[config.mk]
export PLATFORM = sky130hd
export DESIGN_NAME = ship_ctrl
export DESIGN_NICKNAME = d
export VERILOG_FILES = /design/src/sv/ship_pkg.sv /design/src/sv/ship_ctrl.sv
export SDC_FILE = /design/constraint.sdc
export NUM_CORES = 1
export LEC_CHECK = 0
export BUFFER_PORTS_ARGS = -buffer_cell sky130_fd_sc_hd__buf_4
export CORE_AREA = 2 2 39 41
export DETAILED_ROUTE_END_ITERATION = 10
export DIE_AREA = 0 0 41 43
export GPL_TIMING_DRIVEN = 0
export PLACE_DENSITY = 0.33
export SYNTH_ARGS = -nofsm -noshare
export SYNTH_HDL_FRONTEND = slang
export SYNTH_SLANG_ARGS = --single-unit
[constraint.sdc]
create_clock -name i_clk -period 1 [get_ports i_clk]
set_input_delay 0.05 -clock i_clk [delete_from_list [all_inputs] [get_ports i_clk]]
set_output_delay 0.05 -clock i_clk [all_outputs]
set_load 0.05 [all_outputs]
[src/sv/ship_pkg.sv]
// Types and constants of the SHiP-lite SRRIP replacement unit.
package ship_pkg;

    localparam int NUM_SETS    = 2048;
    localparam int NUM_WAYS    = 16;
    localparam int SIG_ENTRIES = 2048;

    localparam int SET_IN_W = 11;
    localparam int WAY_W    = 4;
    localparam int PC_W     = 21;
    localparam int SET_W    = $clog2(NUM_SETS);
    localparam int SIG_W    = $clog2(SIG_ENTRIES);
    localparam int RRPV_W   = 2;
    localparam int CTR_W    = 2;
    localparam int ROW_W    = RRPV_W * NUM_WAYS;

    localparam int CLR_DEPTH = (NUM_SETS > SIG_ENTRIES) ? NUM_SETS : SIG_ENTRIES;
    localparam int CLR_W     = $clog2(CLR_DEPTH);

    localparam int IN_TDATA_W  = 40;
    localparam int OUT_TDATA_W = 8;
    localparam int PADDR_W     = 3;

    localparam logic [RRPV_W-1:0] RRPV_NEAR = 2'd0;
    localparam logic [RRPV_W-1:0] RRPV_FAR  = 2'd3;
    localparam logic [CTR_W-1:0]  CTR_START = 2'd2;
    localparam logic [CTR_W-1:0]  CTR_TOP   = 2'd3;
    localparam logic [CTR_W-1:0]  CTR_FLOOR = 2'd0;
    localparam logic [CTR_W-1:0]  THR_RESET = 2'd2;

    localparam logic FUNC_QUERY  = 1'b0;
    localparam logic FUNC_UPDATE = 1'b1;

    // register word index (paddr[2])
    localparam logic REG_THRESHOLD = 1'b0;

    typedef struct packed {
        logic clear;    // write reset values at the sweep pointer
        logic capture;  // latch request, issue memory reads
        logic exec;     // compute and write back, load a query's result
    } t_cmd;

    typedef struct packed {
        logic clear_last;
        logic is_query;
        logic out_blocked;
    } t_stat;

endpackage

[src/sv/ship_ctrl.sv]
// Sequencer of the replacement unit: clear sweep, accept, execute.
module ship_ctrl (
    input  logic           i_clk,
    input  logic           i_rst_n,
    input  logic           i_in_valid,
    output logic           o_in_ready,
    input  ship_pkg::t_stat i_stat,
    output ship_pkg::t_cmd  o_cmd
);

    localparam logic [1:0] ST_CLEAR = 2'd0;
    localparam logic [1:0] ST_IDLE  = 2'd1;
    localparam logic [1:0] ST_EXEC  = 2'd2;

    logic [1:0] r_state;
    logic [1:0] n_state;

    always_ff @(posedge i_clk) begin
        if (!i_rst_n) begin
            r_state <= ST_CLEAR;
        end else begin
            r_state <= n_state;
        end
    end

    always_comb begin
        n_state    = r_state;
        o_cmd      = '0;
        o_in_ready = 1'b0;
        case (r_state)
            ST_CLEAR: begin
                o_cmd.clear = 1'b1;
                if (i_stat.clear_last) begin
                    n_state = ST_IDLE;
                end
            end
            ST_IDLE: begin
                o_in_ready = 1'b1;
                if (i_in_valid) begin
                    o_cmd.capture = 1'b1;
                    n_state       = ST_EXEC;
                end
            end
            ST_EXEC: begin
                // a query waits while the previous result is still held
                if (!(i_stat.is_query && i_stat.out_blocked)) begin
                    o_cmd.exec = 1'b1;
                    n_state    = ST_IDLE;
                end
            end
            default: begin
                n_state = ST_CLEAR;
            end
        endcase
    end

endmodule

==> metrics.md, run 1 <==
| Metric | Value |
|---|---|
| Post-synthesis sequential area ratio | `33.0%` |
| Final net count | `35` |
| Sequential cell area | `45.0 um^2` |
| Htree depth | `1` |
| Routed len/inst | `8.91 um` |
| Mean area per synthesized cell | `9.34 um^2` |
| Vias in the first global route | `159` |
| CP startpoint kind | `flip-flop` |
| Placer Congestion | `0.570` |
| Req. time, crit path | `0.95 ns` |
| Number of max-cap violations | `0` |
| Routed wire length | `approximately 380 um` |
| Final hold violations | `0` |
| Multi-input gate area | `83.8 um^2` |
| Slew @ Worst Pin | `roughly 0.15 ns` |
| Synth top area cells | `dfxtp_1 33%, o21a_1 12%, nor2b_4 11%` |
| Core Area | `1380 um^2` |
| RSZ-0062 raised after global routing | `yes` |
| Asr flop ratio synth | `0%` |
| Status | `finished, violations left` |
| DR pass1 iterations | `1` |
| Clock buffer depth | `2` |
| R2R cell count | `4` |
| Clock latency on the worst-skew pair | `0.22 ns` |
| Max reg flops | `2` |
| Count of pins over their slew limit | `0` |
| CP endpoint kind | `primary output` |
| Area share of the largest cell type after synthesis | `between 30% and 40%` |
| Synth area leader | `dfxtp_1` |
| DRT antenna net count | `0` |
| Synth cell types | `9` |
| Sink Count | `2` |
| Lkg Pwr | `0.125 nW` |
| Setup WS post-layout | `-0.0323 ns` |
| Final Util | `19.7%` |
| WHS Path Cells | `2` |
| ANT cells | `0` |
| Clock Skew | `about 0.0023 ns` |
| Cells after synthesis | `13` |
| CTS Hold Buffers Added | `0` |
| Syn-to-layout area delta | `125%` |
| Die height | `43 um` |
| Clk root buf | `clkbuf_4` |
| Area of the die | `1760 um^2` |
| Die Span X | `about 41 um` |
| IO buf count | `9` |
| Initial DRC Count | `0` |
| Hold Path Class | `in2reg` |
| CTS tree | `yes` |
| Peak supply drop | `283 uV` |
| Syn Std Cell Area | `approximately 120 um^2` |
| Fin Setup TNS | `-0.0674 ns` |
| CP Max Fanout | `3` |
| Post-synth net total | `19` |
| Final period utilization | `103%` |
| Setup CP Type | `reg2out` |
| Drt drc | `0` |
| Final setup fails | `3` |
| Pre-CTS setup slack | `0.103 ns` |
| Max Fclk | `0.969 GHz` |
| Initial Utilization | `8.77%` |
| Largest net degree at the start of global routing | `6` |
| GRT Resource Usage Total | `5.41%` |
| GRT overflow | `0` |
| Via count | `141` |
| Pwr/cell area | `1460 nW/um^2` |
| Biggest regs | `r_state: 2 flops` |
| Biggest register | `r_state` |
| I/O pins | `10` |
| Fill count | `160` |
| Avg Vias per Cell | `3.28` |
| Synth Flop Type | `dfxtp_1` |
| Number of synthesized flops with an enable pin | `0` |
| Minimum clock period | `1.03 ns` |
| Total CTS buffers | `3` |
| Share of layout cells above drive strength 1 | `74.1%` |
| Slew margin rel. | `90.2%` |
| First-pass GRT wire length | `between 500 and 600 um` |
| Rows | `14` |
| Final hold slack | `0.0428 ns` |
| WP data arrival | `0.98 ns` |
| Violated checks | `setup timing` |
| Ys Warns | `0` |
| CTS clk-pin slew, worst paths | `around 0.03 ns` |
| Initial antenna violation count | `0` |
| Most frequent cells after synthesis | `2 x a21oi_1, 2 x dfxtp_1, 2 x nand2b_1, 2 x o21a_1` |
| Register bit count reported by yosys | `2` |
## report_power, final
group	total, mW	internal, mW	switching [mW]
Combinational	0.129	0.0622	0.0671
Sequential	0.0918	0.0863	0.00550
Clock	0.177	0.132	0.0447
## metrics by stage
| stage | instance area (um^2) | power [mW] | instances |
|---|---|---|---|
| floorplan | 124 | 0.164 | 13 |
| global placement | 211 | 0.204 | 38 |
| detailed placement | 211 | 0.205 | 38 |
| CTS | 264 | 0.411 | 43 |
| global route | 273 | 0.423 | 43 |
| finish | 273 | 0.398 | 43 |
## final timing paths
path | slack, ns | startpoint | to
setup / recovery | -0.03 | r_state[0]$_SDFFE_PN0P_ | o_cmd[1]
hold / removal | 0.04 | i_rst_n | r_state[1]$_SDFFE_PN0P_
setup reg to reg | 0.02 | r_state[0]$_SDFFE_PN0P_ | r_state[1]$_SDFFE_PN0P_
hold reg to reg | 0.61 | r_state[1]$_SDFFE_PN0P_ | r_state[0]$_SDFFE_PN0P_
## layer usage
metal | vias up | GRT usage [%] | part of all wire, %
met5 | - | 0 | 0
met4 | 0 | 8.00 | 0
met3 | 0 | 2.09 | 19
met2 | 10 | 6.56 | 44
met1 | 56 | 5.43 | 37
li1 | 75 | - | -
## worst max-delay path, stage by stage (launching register included)
cell and delay [ns]:
dfxtp_4 0.34, nor2b_4 0.13, and2_4 0.15, buf_8 0.14
## layout make-up
type                            instances  share of cell area (%)
Clock buffer                            3                    8.26
Multi-Input combinational cell         11                    30.7
Sequential cell                         2                    16.5
Tap cell                               16                    7.34
Timing Repair Buffer                   11                    37.2
## placed cells by master (no fill, tap or decap), types with 2 or more instances in the layout
| cell type | n |
|---|---|
| buf_4 | 8 |
| clkbuf_4 | 3 |
| and2_4 | 2 |
| a21oi_1 | 2 |
| nand2b_1 | 2 |
| o21a_1 | 2 |
| buf_8 | 2 |
## logic make-up (layout without fill, tap and decap cells)
kind of cell           count (synthesis)  after routing  share of synthesized area, %
AND/OR/NAND/NOR                        7              7                          46.4
buffers and inverters                  0             14                             0
AO/OA/AOI/OAI                          4              4                          20.6
flip-flops                             2              2                          33.0
## repair_timing
action / in CTS / in global routing
setup buffers: 2 / 0
endpoints found under the setup margin: 2 / 4
gates cloned: 0 / 0
pin swaps: 1 / 1
gates resized for setup: 5 / 3
Note: power is estimated with default switching activity, not from simulation.
==> run 2: changes to the inputs <==
Settings changed: REMOVE_ABC_BUFFERS from default to 1.
==> run 2 against run 1 <==
The run still ends with setup timing left. Critical endpoint unchanged. Non-clock buffer count fell by 1. Sequential share of layout area rose by 1.1 points. Register-to-register slack barely moved. Clock skew fell by 0.0017 ns. Routed wire length fell by 1.8%.
==> metrics.md, run 2 (synthesis results as in run 1) <==
| Metric | Value |
|---|---|
| Status | `finished, violations left` |
| Violated checks | `setup timing` |
| Final setup fails | `2` |
| Initial DRC Count | `1` |
| Max Fclk | `around 0.94 GHz` |
| Pwr/cell area | `1500 nW/um^2` |
| Largest net degree at the start of global routing | `7` |
| Minimum clock period | `1.06 ns` |
| Pre-CTS setup slack | `0.0577 ns` |
| CP startpoint kind | `flip-flop` |
| Clock buffer depth | `2` |
| Final period utilization | `106%` |
| Slew @ Worst Pin | `0.147 ns` |
| Most used routing layer | `met1` |
| CP Max Fanout | `6` |
| Share of layout cells above drive strength 1 | `69.2%` |
| GRT Resource Usage Total | `5.71%` |
| Count of pins over their slew limit | `0` |
| Via count | `146` |
| Biggest regs | `r_state: 2 flops` |
| Vias in the first global route | `160` |
| Initial Utilization | `8.77%` |
| GRT overflow | `0` |
| Reg2reg start | `r_state[0]$_SDFFE_PN0P_` |
| DRT antenna net count | `0` |
| Max reg flops | `2` |
| Fill count | `157` |
| Hold Path Class | `in2reg` |
| Met1 GRT Util | `7.35%` |
| I/O pins | `10` |
| Final net count | `34` |
| Total CTS buffers | `3` |
| Syn-to-layout area delta | `110%` |
| R2R Path End | `r_state[0]$_SDFFE_PN0P_` |
| Sink Count | `2` |
| Req. time, crit path | `0.95 ns` |
| Setup WS post-layout | `-0.0631 ns` |
| CP endpoint kind | `primary output` |
| Peak supply drop | `587 uV` |
| Number of max-cap violations | `0` |
| Die height | `43 um` |
| ANT cells | `0` |
| Routed wire length | `about 380 um` |
| Post-route cell area | `around 260 um^2` |
| Worst setup path end | `o_cmd[1]` |
| GR Util met2 | `6.56%` |
| Initial antenna violation count | `0` |
| Clk root buf | `clkbuf_4` |
| Avg Vias per Cell | `3.48` |
| Routed len/inst | `8.95 um` |
| Slew margin rel. | `between 90% and 100%` |
| First-pass GRT wire length | `641 um` |
| Biggest register | `r_state` |
| Die Span X | `about 41 um` |
| Final hold violations | `0` |
| Setup CP Type | `reg2out` |
| Placer Congestion | `0.626` |
| Placed Area | `about 210 um^2` |
| CTS tree | `yes` |
| Setup crit start | `r_state[0]$_SDFFE_PN0P_` |
| Lkg Pwr | `between 0.1 and 0.15 nW` |
| Rows | `14` |
| Clock Skew | `~0.00061 ns` |
| Met3 usage | `2.09%` |
| R2R cell count | `4` |
| RSZ-0062 raised after global routing | `yes` |
| CTS Hold Buffers Added | `0` |
| Setup slack, reg-to-reg | `0.03 ns` |
| IO buf count | `9` |
| Design Power | `0.382 mW` |
| Commonest non-fill, non-tap cells in the layout | `8 x buf_4, 3 x clkbuf_4, 2 x a21oi_1, 2 x nand2b_1, 2 x o21a_1` |
| Htree depth | `1` |
| WP data arrival | `1.01 ns` |
| CTS clk-pin slew, worst paths | `~0.030 ns` |
| DR pass1 iterations | `2` |
| Core Area | `1380 um^2` |
| WHS Path Cells | `2` |
| Commonest non-fill, non-tap cell in the layout | `buf_4` |
| Area of the die | `roughly 1800 um^2` |
| Clock latency on the worst-skew pair | `0.22 ns` |
| Drt drc | `0` |
==> run 2: layer usage <==
layer  wire length (um)  part of all wire [%]
met5                  0                     0
met4                  0                     0
met3                 72                    19
met2                141                    38
met1                161                    43
==> run 2: metrics by stage <==
step / utilization [%] / hold WS (ns) / TNS, ns / instances
floorplan: - / 0.167 / -0.444 / 13
global route: 18.4 / 0.0532 / -0.242 / 42
finish: 18.4 / 0.0495 / -0.108 / 42
detailed placement: 15.1 / 0.281 / 0 / 38
CTS: 18.3 / 0.0447 / -0.133 / 42
global placement: 15.1 / 0.273 / 0 / 38
==> run 2: what timing repair did <==
item / in CTS / in global routing
endpoints found under the setup margin: 3 / 4
endpoints found under the hold margin: 0 / 0
gates resized for setup: 5 / 1
buffers inserted: 1 / 0
pin swaps: 1 / 0
==> run 2: how the worst min path moves through the flow <==
stage	slack, ns	start	endpoint
after floorplan	0.17	i_rst_n	r_state[1]$_SDFFE_PN0P_
after global placement	0.27	i_rst_n	r_state[1]$_SDFFE_PN0P_
after detailed placement	0.28	i_rst_n	r_state[0]$_SDFFE_PN0P_
after CTS	0.04	i_rst_n	r_state[1]$_SDFFE_PN0P_
after global routing	0.05	i_rst_n	r_state[0]$_SDFFE_PN0P_
final	0.05	i_rst_n	r_state[0]$_SDFFE_PN0P_
==> run 2: area by class of cell <==
type,count,area [um^2],area share [%]
Timing Repair Buffer,10,86.3,33.8
Multi-Input combinational cell,11,81.3,31.9
Sequential cell,2,45.0,17.6
Clock buffer,3,22.5,8.82
Tap cell,16,20.0,7.84
==> run 2: where the power goes <==
part           internal [mW]  switching (mW)  total, mW
clock network          0.132          0.0412      0.173
registers             0.0864         0.00784     0.0943
logic                 0.0519          0.0628      0.115
total                  0.270           0.112      0.382
==> run 2: worst max-delay path: stages (launching register included) <==
cell	delay, ns
dfxtp_4	0.35
nor2b_4	0.14
and2_4	0.16
buf_8	0.14
